<file path="src/hdl/wds_pkg.sv">
// ----------------------------------------------------------------------------
// wds_pkg: shared types and constants of the delay statistics block
// Window size, derived widths, the queue entry and the back-end state type.
// ----------------------------------------------------------------------------
package wds_pkg;

  localparam int WINDOW_DEPTH = 16;
  localparam int IDX_W        = (WINDOW_DEPTH > 1) ? $clog2(WINDOW_DEPTH) : 1;
  localparam int CNT_W        = $clog2(WINDOW_DEPTH + 1);
  localparam int DELAY_W      = 32;
  localparam int SAMPLE_W     = 16;
  localparam int FILL_W       = 5;
  localparam int OUT_DATA_W   = 88;

  localparam logic [DELAY_W-1:0]  MIN_RESET = '1;
  localparam logic [SAMPLE_W-1:0] SAMPLE_MAX = '1;

  // Request kinds carried on the input tuser bit.
  typedef enum logic {
    REQ_SAMPLE = 1'b0,
    REQ_CLEAR  = 1'b1
  } req_t;

  // One classified request waiting for the back end.
  typedef struct packed {
    req_t                kind;
    logic [DELAY_W-1:0]  delay;
    logic [SAMPLE_W-1:0] sat;
  } item_t;

  // Queue status seen by both sides.
  typedef struct packed {
    logic full;
    logic empty;
  } qstat_t;

  typedef enum logic [1:0] {
    ST_IDLE,
    ST_RANK,
    ST_EMIT
  } back_state_t;

endpackage

</file>
<file path="src/hdl/wds_front.sv">
// ----------------------------------------------------------------------------
// wds_front: request intake
// Accepts requests while the queue has room, decodes the kind and
// saturates the sample to the window width.
// ----------------------------------------------------------------------------
module wds_front import wds_pkg::*; (
  input  logic                clk,
  input  logic                rst_n,
  input  logic                in_tvalid,
  output logic                in_tready,
  input  logic [DELAY_W-1:0]  in_tdata,
  input  logic                in_tuser,
  input  qstat_t              q_stat,
  output logic                q_push,
  output item_t               q_item
);

  assign in_tready = !q_stat.full;
  assign q_push    = in_tvalid && in_tready;

  always_comb begin
    q_item.kind  = req_t'(in_tuser);
    q_item.delay = in_tdata;
    if (in_tdata > DELAY_W'(SAMPLE_MAX)) begin
      q_item.sat = SAMPLE_MAX;
    end else begin
      q_item.sat = in_tdata[SAMPLE_W-1:0];
    end
  end

  a_no_push_full: assert property (@(posedge clk) disable iff (!rst_n)
    q_stat.full |-> !q_push)
    else $error("request taken while the queue is full");

  a_ready_tracks_room: assert property (@(posedge clk) disable iff (!rst_n)
    !q_stat.full |-> in_tready)
    else $error("intake stalled with room in the queue");

  a_push_needs_valid: assert property (@(posedge clk) disable iff (!rst_n)
    q_push |-> in_tvalid && !q_stat.full)
    else $error("push without a valid request");

endmodule

</file>
<file path="src/hdl/wds_queue.sv">
// ----------------------------------------------------------------------------
// wds_queue: two-entry request queue
// Decouples intake from the statistics engine.
// ----------------------------------------------------------------------------
module wds_queue import wds_pkg::*; (
  input  logic   clk,
  input  logic   rst_n,
  input  logic   push,
  input  item_t  push_item,
  input  logic   pop,
  output item_t  head,
  output qstat_t stat
);

  item_t       mem_r [2];
  logic        wptr_r, wptr_nxt;
  logic        rptr_r, rptr_nxt;
  logic [1:0]  cnt_r, cnt_nxt;

  always_comb begin
    wptr_nxt = push ? !wptr_r : wptr_r;
    rptr_nxt = pop  ? !rptr_r : rptr_r;
    cnt_nxt  = cnt_r + 2'(push) - 2'(pop);
  end

  always_ff @(posedge clk) begin
    if (!rst_n) begin
      wptr_r <= 1'b0;
      rptr_r <= 1'b0;
      cnt_r  <= 2'd0;
    end else begin
      wptr_r <= wptr_nxt;
      rptr_r <= rptr_nxt;
      cnt_r  <= cnt_nxt;
    end
  end

  always_ff @(posedge clk) begin
    if (push) begin
      mem_r[wptr_r] <= push_item;
    end
  end

  assign head       = mem_r[rptr_r];
  assign stat.full  = (cnt_r == 2'd2);
  assign stat.empty = (cnt_r == 2'd0);

  a_cnt_range: assert property (@(posedge clk) disable iff (!rst_n)
    cnt_r <= 2'd2)
    else $error("queue count out of range");

  a_no_pop_empty: assert property (@(posedge clk) disable iff (!rst_n)
    pop |-> !stat.empty)
    else $error("pop from an empty queue");

  a_ptrs_match: assert property (@(posedge clk) disable iff (!rst_n)
    stat.empty |-> (wptr_r == rptr_r))
    else $error("queue pointers disagree with an empty count");

endmodule

</file>
<file path="src/hdl/wds_back.sv">
// ----------------------------------------------------------------------------
// wds_back: statistics engine
// Applies one request to min, max and the sample window, then, for a
// sample, ranks one window entry per cycle to find the upper median.
// ----------------------------------------------------------------------------
module wds_back import wds_pkg::*; (
  input  logic                  clk,
  input  logic                  rst_n,
  input  item_t                 head,
  input  qstat_t                q_stat,
  output logic                  pop,
  output logic                  out_tvalid,
  input  logic                  out_tready,
  output logic [OUT_DATA_W-1:0] out_tdata
);

  back_state_t          state_r, state_nxt;
  logic [SAMPLE_W-1:0]  ring_r [WINDOW_DEPTH];
  logic [IDX_W-1:0]     wpos_r;
  logic [CNT_W-1:0]     fill_r;
  logic [DELAY_W-1:0]   min_r;
  logic [DELAY_W-1:0]   max_r;
  logic [IDX_W-1:0]     cand_r;
  logic [SAMPLE_W-1:0]  med_r;
  logic                 out_valid_r;
  logic [OUT_DATA_W-1:0] out_data_r;

  logic                 out_free;
  logic                 rank_hit;
  logic                 load_out;
  logic                 found;
  logic [SAMPLE_W-1:0]  cand_val;
  logic [CNT_W-1:0]     n_less;
  logic [CNT_W-1:0]     n_leq;
  logic [CNT_W-1:0]     half;

  assign out_free = !out_valid_r || out_tready;

  // Rank the candidate against every valid entry in parallel.
  always_comb begin
    cand_val = ring_r[cand_r];
    n_less   = '0;
    n_leq    = '0;
    for (int j = 0; j < WINDOW_DEPTH; j++) begin
      if (CNT_W'(j) < fill_r) begin
        n_less = n_less + CNT_W'(ring_r[j] <  cand_val);
        n_leq  = n_leq  + CNT_W'(ring_r[j] <= cand_val);
      end
    end
    half  = fill_r >> 1;
    found = (n_less <= half) && (n_leq > half);
  end

  always_comb begin
    state_nxt = state_r;
    unique case (state_r)
      ST_IDLE: begin
        if (!q_stat.empty) begin
          state_nxt = (head.kind == REQ_CLEAR) ? ST_EMIT : ST_RANK;
        end
      end
      ST_RANK: begin
        if (found) begin
          state_nxt = ST_EMIT;
        end
      end
      ST_EMIT: begin
        if (out_free) begin
          state_nxt = ST_IDLE;
        end
      end
      default: state_nxt = ST_IDLE;
    endcase
  end

  always_comb begin
    pop      = 1'b0;
    rank_hit = 1'b0;
    load_out = 1'b0;
    unique case (state_r)
      ST_IDLE: pop      = !q_stat.empty;
      ST_RANK: rank_hit = found;
      ST_EMIT: load_out = out_free;
      default: ;
    endcase
  end

  always_ff @(posedge clk) begin
    if (!rst_n) begin
      state_r     <= ST_IDLE;
      wpos_r      <= '0;
      fill_r      <= '0;
      min_r       <= MIN_RESET;
      max_r       <= '0;
      cand_r      <= '0;
      out_valid_r <= 1'b0;
    end else begin
      state_r <= state_nxt;
      if (pop) begin
        cand_r <= '0;
        if (head.kind == REQ_CLEAR) begin
          wpos_r <= '0;
          fill_r <= '0;
          min_r  <= MIN_RESET;
          max_r  <= '0;
        end else begin
          if (head.delay < min_r) begin
            min_r <= head.delay;
          end
          if (head.delay > max_r) begin
            max_r <= head.delay;
          end
          wpos_r <= (wpos_r == IDX_W'(WINDOW_DEPTH - 1)) ? '0 : wpos_r + 1'b1;
          if (fill_r < CNT_W'(WINDOW_DEPTH)) begin
            fill_r <= fill_r + 1'b1;
          end
        end
      end else if (state_r == ST_RANK && !rank_hit) begin
        cand_r <= cand_r + 1'b1;
      end
      if (load_out) begin
        out_valid_r <= 1'b1;
      end else if (out_tready) begin
        out_valid_r <= 1'b0;
      end
    end
  end

  // Window contents, median and result payload.
  always_ff @(posedge clk) begin
    if (pop && head.kind == REQ_SAMPLE) begin
      ring_r[wpos_r] <= head.sat;
    end
    if (pop) begin
      med_r <= '0;
    end else if (rank_hit) begin
      med_r <= cand_val;
    end
    if (load_out) begin
      out_data_r <= {3'b000, FILL_W'(fill_r), med_r, max_r, min_r};
    end
  end

  assign out_tvalid = out_valid_r;
  assign out_tdata  = out_data_r;

  a_fill_range: assert property (@(posedge clk) disable iff (!rst_n)
    fill_r <= CNT_W'(WINDOW_DEPTH))
    else $error("window fill exceeds the window size");

  a_rank_in_window: assert property (@(posedge clk) disable iff (!rst_n)
    (state_r == ST_RANK) |-> (CNT_W'(cand_r) < fill_r))
    else $error("median search ran past the valid entries");

  a_clear_empties: assert property (@(posedge clk) disable iff (!rst_n)
    (pop && head.kind == REQ_CLEAR) |=> (fill_r == '0) && (max_r == '0))
    else $error("clear did not empty the statistics");

  a_no_load_busy: assert property (@(posedge clk) disable iff (!rst_n)
    (out_valid_r && !out_tready) |=> !$changed(out_data_r) || !out_valid_r)
    else $error("pending result overwritten");

endmodule

</file>
<file path="src/hdl/window_delay_statistics.sv">
// ----------------------------------------------------------------------------
// window_delay_statistics: running min/max and sliding-window median
// Tracks delay samples and answers every request with the statistics.
// ----------------------------------------------------------------------------
// Each request on the input stream is either a delay sample (tuser = 0) or a
// clear (tuser = 1), and each one produces exactly one result transfer that
// reflects the state after the request: the running minimum and maximum of
// the exact 32-bit samples since the last clear, the number of samples held
// in the 16-entry window, and the upper median (sorted element fill/2) of the
// window, where samples enter saturated to 16 bits. A clear restores the
// minimum to all ones and the maximum to zero, and empties the window, so its
// result carries a median and fill of zero. Results come out in request
// order. The engine pops a request in its idle state; for a sample, the
// median search then ranks window entries in order, comparing one candidate
// entry against the whole window each cycle, until it finds the median; a
// clear skips the search. The emit state then loads the result register. A
// two-entry queue after the input lets up to two requests be taken while the
// engine is busy, and the result register lets the engine pop and rank the
// next request while a result still waits on out_tready.
// ----------------------------------------------------------------------------
module window_delay_statistics import wds_pkg::*; (
  input  logic                  clk,
  input  logic                  rst_n,
  // Request stream.
  input  logic                  in_tvalid,
  output logic                  in_tready,
  input  logic [DELAY_W-1:0]    in_tdata,   // [31:0] delay_value
  input  logic                  in_tuser,   // [0] req_type
  // Result stream.
  output logic                  out_tvalid,
  input  logic                  out_tready,
  output logic [OUT_DATA_W-1:0] out_tdata   // [31:0] min_delay, [63:32] max_delay,
                                            // [79:64] median_delay,
                                            // [84:80] window_fill, rest zero
);

  item_t  push_item;
  item_t  head;
  qstat_t q_stat;
  logic   push;
  logic   pop;

  // Intake: decodes and saturates each request as it is accepted.
  wds_front u_front (
    .clk       (clk),
    .rst_n     (rst_n),
    .in_tvalid (in_tvalid),
    .in_tready (in_tready),
    .in_tdata  (in_tdata),
    .in_tuser  (in_tuser),
    .q_stat    (q_stat),
    .q_push    (push),
    .q_item    (push_item)
  );

  // Short queue so intake and the engine stall independently.
  wds_queue u_queue (
    .clk       (clk),
    .rst_n     (rst_n),
    .push      (push),
    .push_item (push_item),
    .pop       (pop),
    .head      (head),
    .stat      (q_stat)
  );

  // Engine: state update, median search and the result register.
  wds_back u_back (
    .clk        (clk),
    .rst_n      (rst_n),
    .head       (head),
    .q_stat     (q_stat),
    .pop        (pop),
    .out_tvalid (out_tvalid),
    .out_tready (out_tready),
    .out_tdata  (out_tdata)
  );

endmodule

</file>
<file path="config.mk">
export PLATFORM = sky130hd
export DESIGN_NAME = window_delay_statistics
export DESIGN_NICKNAME = d
export VERILOG_FILES = /design/src/hdl/wds_pkg.sv /design/src/hdl/wds_front.sv /design/src/hdl/wds_queue.sv /design/src/hdl/wds_back.sv /design/src/hdl/window_delay_statistics.sv
export SDC_FILE = /design/constraint.sdc
export NUM_CORES = 1
export LEC_CHECK = 0
export BUFFER_PORTS_ARGS = -buffer_cell sky130_fd_sc_hd__buf_2
export CAP_MARGIN = 10
export CORE_UTILIZATION = 35
export DETAILED_ROUTE_END_ITERATION = 10
export PLACE_DENSITY = 0.63
export SYNTH_ARGS = -nofsm -noshare
export SYNTH_HDL_FRONTEND = slang
export SYNTH_SLANG_ARGS = --single-unit
</file>
<file path="constraint.sdc">
create_clock -name clk -period 13.35 [get_ports clk]
set_clock_uncertainty 0.05 [all_clocks]
set_input_delay 0.6675 -clock clk [delete_from_list [all_inputs] [get_ports clk]]
set_output_delay 0.6675 -clock clk [all_outputs]
set_load 0.05 [all_outputs]
</file>
==> qor_table.md <==
| Step | Metric | Value |
| --- | --- | --- |
| run status | Result of the run | finished, final reports clean |
| pwr | Switching share of power | 36.67% |
| clocking | Clock latency on the worst-skew pair | 0.64 ns |
| cells and area | Cell Count, Final, Fillers Out | 4062 |
| timing | Remaining max-slew budget at the tightest pin | 21.67% |
| yosys | Yosys top cell area share | 42.38% |
| die | Die width | 300.1 um |
| placement | Number of placed instances with taps included | 3911 |
| die | Die Area | 0.09006 mm2 |
| yosys | Biggest area consumer among synthesized cells | sky130_fd_sc_hd__edfxtp_1 |
| critical path | Endpoint type of the worst setup path | flip-flop |
| routing | Routed length per instance | 21.27 um |
| job | Max-Cap Viols | 0 |
| routing | Via density per instance | 5.393 |
| critical path | Internal reg-to-reg setup slack | 0.46 ns |
| critical path | Capturing point of the worst reg2reg path | u_back.med_r[15] |
| timing | Setup TNS | 0 ns |
| yosys | Area of the mapped netlist | 0.03110 mm2 |
| critical path | Number of cell instances on the worst register-to-register path | 71 |
| timing | Worst Tran Pin Value | 1.175 ns |
| timing | Final Setup Violations | 0 |
| pwr | Part of the power in registers | 33.9% |
| worst hold path | Hold Crit Depth | 1 |
| yosys | Share of the yosys chip area belonging to registers | 49.14% |
| worst hold path | Critical hold path startpoint | in_tuser |
| cells and area | Fraction of final layout cells sized beyond drive strength 1 | 25.54% |
| routing | DR pass1 iterations | 8 |
| cells and area | Layout Area Growth over Synthesis | 19.98% |
| yosys | Syn. warnings | 0 |
| critical path | Peak per-stage delay on the critical path | 0.52 ns |
| global routing | Number of global-route vias before repair | 21512 |
| yosys | Netlist cell types | 85 |
| timing | Fmax achieved | 77.56 MHz |
| routing | Initial detailed-routing violation count | 1531 |
| critical path | Startpoint types | flip-flop |
| clocking | Clock root cell | sky130_fd_sc_hd__clkbuf_16 |
| clocking | Number of buffers on the longest clock path | 3 |
| pwr | Part of the power in combinational logic | 39.9% |
| global routing | GRT Residual Overflow | 0 |
| timing | Fraction of the cycle the final worst path needs | 96.58% |
| critical path | Endpoint required time on the critical path | 13.83 ns |
| clocking | TritonCTS clock tree | done |
| timing | Number of max-slew violations in the final report | 0 |
| placement | Count of input and output buffers | 123 |
| worst hold path | Endpoint of the worst hold-timing path | u_queue.mem_r[1][48] |
| cells and area | Number of nets in the layout | 3283 |
| clocking | Clock transition at the register clock pins on the worst setup and hold paths after CTS | 0.06 ns |
| yosys | Dominant synthesized flop cell | sky130_fd_sc_hd__edfxtp_1 |
| die | Top-level port count | 127 |
| yosys | Top cells by area in the synthesized netlist | sky130_fd_sc_hd__edfxtp_1, sky130_fd_sc_hd__ha_1, sky130_fd_sc_hd__dfxtp_1 |
| pwr | Clock power frac | 26.3% |
| global routing | Antenna violations before repair | 5 |
| routing | Post-route DRC violation count | 0 |
| die | Vertical die dimension | 300.1 um |
| die | Starting density of the core | 35.58% |
| clocking | Number of buffers inserted during clock tree synthesis | 58 |
| pwr | Static Leakage | 14.51 nW |
| worst hold path | Worst min-delay path category | input port to flip-flop |
| pwr | Switching power total | 2.383 mW |
| die | Standard-cell row count | 108 |
| clocking | Hold buffer count at cts | 0 |
| global routing | Combined global-route utilization of all metal layers | 18.80% |
| placement | Placer Congestion | 0.9007 |
| clocking | Maximum level of the CTS H-tree | 2 |
| die | Floorplan core area | 0.08743 mm2 |
| pwr | Highest ir drop seen on vdd | 161.0 uV |
| timing | Number of hold violations in the final report | 0 |
| critical path | Critical path's slowest cell | sky130_fd_sc_hd__mux4_2 |
| routing | Antenna viol nets, final | 0 |
| cells and area | Area of the multi-input gates | 0.01598 mm2 |
| global routing | First-pass GRT wire length | 130.6 mm |
| yosys | Mean instance size in the synthesized netlist | 12.09 um2 |
| yosys | Async SR Flop Fraction | 0% |
| critical path | Category of the critical setup timing path | flip-flop to flip-flop |
| timing | Final critical path time including I/O delays and setup | 12.89 ns |
| cells and area | Combined flip-flop and latch cell area | 0.01529 mm2 |
| pwr | Internal power consumption | 4.117 mW |
| critical path | Critical path data arrival time | 13.38 ns |
| clocking | # clock sinks | 544 |
| routing | Post-detailed-routing wire length | 86.41 mm |
| yosys | EDFF count, synth | 439 |
| critical path | Worst Path Max Fanout | 7 |
| yosys | Cells after Synth | 2573 |
| routing | Total via count in the routed design | 21906 |
| global routing | Largest net degree at the start of global routing | 75 |
| placement | Hpwl dp | 62.04 mm |
| critical path | Top cell by count, worst path | sky130_fd_sc_hd__ha_4 |
| pwr | Power density of the placed cells | 174.2 mW/mm2 |
| cells and area | Number of filler instances in the final layout | 8019 |
| yosys | Yosys reg bits | 544 |
==> repair_timing <==
action                                  in CTS  in global routing
endpoints found under the setup margin      26                 26
cloned                                       1                  1
pin swaps                                   15                105
setup buffers                               11                 26
gates resized for setup                     23                146
==> area by class of cell <==
type / instances / share of cell area [%]
inverter: 98 / 0.9857
multi-input combinational: 1842 / 42.81
clock inverter: 37 / 1.080
antenna: 2 / 0.01341
clock buffer: 73 / 4.375
tap: 1155 / 3.872
sequential: 544 / 40.98
timing repair buffer: 311 / 5.877
==> through the flow <==
stage | instance area, um2 | utilization (%) | power [mW] | hold slack [ns] | setup slack (ns)
6_report | 37320 | 42.69 | 6.500 | 0.1774 | 0.4561
5_1_grt | 37310 | 42.68 | 6.868 | 0.1502 | -0.1594
4_1_cts | 36350 | 41.57 | 6.365 | 0.1302 | 0.0002824
3_5_place_dp | 34110 | 39.01 | 4.607 | 0.3762 | -0.2448
3_3_place_gp | 34110 | 39.01 | 4.576 | 0.3752 | -0.03008
2_1_floorplan | 31190 | - | 3.787 | 0.3529 | 0.009019
==> metal layers <==
layer	vias to the layer above	GRT usage, %	wire length [um]
met2	630	32.13	42190
li1	10423	-	-
met3	130	2.493	4397
met5	-	0	32
met4	4	5.199	2529
met1	10719	24.89	37260
==> Yosys cell counts (13+ instances only) <==
cell and n:
sky130_fd_sc_hd__inv_1 98, sky130_fd_sc_hd__nor2_1 112, sky130_fd_sc_hd__clkbuf_1 65, sky130_fd_sc_hd__xor2_1 19, sky130_fd_sc_hd__nor2b_1 60, sky130_fd_sc_hd__buf_1 13
sky130_fd_sc_hd__and2_1 19, sky130_fd_sc_hd__a21o_1 58, sky130_fd_sc_hd__nand3_1 29, sky130_fd_sc_hd__o21ai_0 109, sky130_fd_sc_hd__ha_1 391, sky130_fd_sc_hd__or2_2 31
sky130_fd_sc_hd__edfxtp_1 439, sky130_fd_sc_hd__mux2i_1 37, sky130_fd_sc_hd__o22ai_1 36, sky130_fd_sc_hd__a21oi_1 169, sky130_fd_sc_hd__nand4_1 108, sky130_fd_sc_hd__o21a_1 21
sky130_fd_sc_hd__xnor2_1 29, sky130_fd_sc_hd__mux2_2 72, sky130_fd_sc_hd__nor3_1 39, sky130_fd_sc_hd__mux4_2 65, sky130_fd_sc_hd__nand2_1 203, sky130_fd_sc_hd__dfxtp_1 105
sky130_fd_sc_hd__nand2b_1 54
==> critical path: cells and delay by family, from the launching register on <==
family,cells,cell delay (ns)
buffers and inverters,7,0.90
adder cells (fa/ha/maj),17,4.40
AO/OA/AOI/OAI,20,2.72
flip-flops,1,0.42
AND/OR/NAND/NOR,22,2.44
multiplexers,5,1.86
==> power groups by stage <==
stage | clock network (mW) | logic, mW | registers, mW
after detailed placement | 0 | 2.38 | 2.23
after CTS | 1.74 | 2.42 | 2.20
after floorplan | 0 | 1.46 | 2.33
after global placement | 0 | 2.34 | 2.23
after global routing | 1.80 | 2.85 | 2.22
final | 1.71 | 2.59 | 2.20
==> sequential cells by signal (all words and copies together), names as in the netlist, named ones only <==
name,count
u_queue.wptr_r,1
u_back.wpos_r,4
u_back.med_r,16
u_queue.mem_r,98
u_back.fill_r,5
u_back.min_r,32
u_back.max_r,32
u_back.out_tdata,85
u_queue.rptr_r,1
u_back.cand_r,4
u_back.ring_r,256
u_back.state_r,2
u_back.out_tvalid,1
u_queue.cnt_r,2
==> kinds of logic (layout without fill, tap and decap cells) <==
kind of cell	after synthesis	in the layout	share of synthesized area [%]
simple gates	706	706	11.57
xor+xnor	63	63	2.406
flops	544	544	49.14
other cells	1	5	0.01206
buf+inv	189	519	2.426
fa+ha+maj	391	391	15.73
mux	175	175	8.552
compound gates	504	504	10.17
==> worst max path at each step <==
stage	from	endpoint	slack [ns]	cells after the start
after floorplan	flip-flop	u_back.med_r[12]	0.009	71
after global placement	flip-flop	flip-flop	-0.03	72
after detailed placement	flip-flop	flip-flop	-0.24	71
after CTS	flip-flop	u_back.med_r[3]	0.0003	68
after global routing	flip-flop	u_back.med_r[5]	-0.16	76
final	flip-flop	u_back.med_r[15]	0.46	71
==> placed cells by master, fill, tap and decap left out, types with 14 or more instances in the layout <==
cell,netlist,layout
sky130_fd_sc_hd__a21o_1,58,58
sky130_fd_sc_hd__a21oi_1,169,155
sky130_fd_sc_hd__a21oi_2,1,14
sky130_fd_sc_hd__and2_1,19,18
sky130_fd_sc_hd__buf_2,6,123
sky130_fd_sc_hd__buf_4,4,170
sky130_fd_sc_hd__clkbuf_16,0,63
sky130_fd_sc_hd__dfxtp_1,105,101
sky130_fd_sc_hd__edfxtp_1,439,439
sky130_fd_sc_hd__ha_1,391,359
sky130_fd_sc_hd__ha_4,0,26
sky130_fd_sc_hd__inv_1,98,96
sky130_fd_sc_hd__mux2_2,72,65
sky130_fd_sc_hd__mux2i_1,37,36
sky130_fd_sc_hd__mux4_2,65,65
sky130_fd_sc_hd__nand2_1,203,186
sky130_fd_sc_hd__nand2_2,2,16
sky130_fd_sc_hd__nand2b_1,54,53
sky130_fd_sc_hd__nand3_1,29,29
sky130_fd_sc_hd__nand4_1,108,108
sky130_fd_sc_hd__nor2_1,112,95
sky130_fd_sc_hd__nor2b_1,60,59
sky130_fd_sc_hd__nor3_1,39,38
sky130_fd_sc_hd__o21a_1,21,21
sky130_fd_sc_hd__o21ai_0,109,79
sky130_fd_sc_hd__o21ai_1,4,18
sky130_fd_sc_hd__o22ai_1,36,34
sky130_fd_sc_hd__or2_2,31,30
sky130_fd_sc_hd__xnor2_1,29,29
sky130_fd_sc_hd__xor2_1,19,19
No activity file was read; power rests on OpenSTA's default activity.
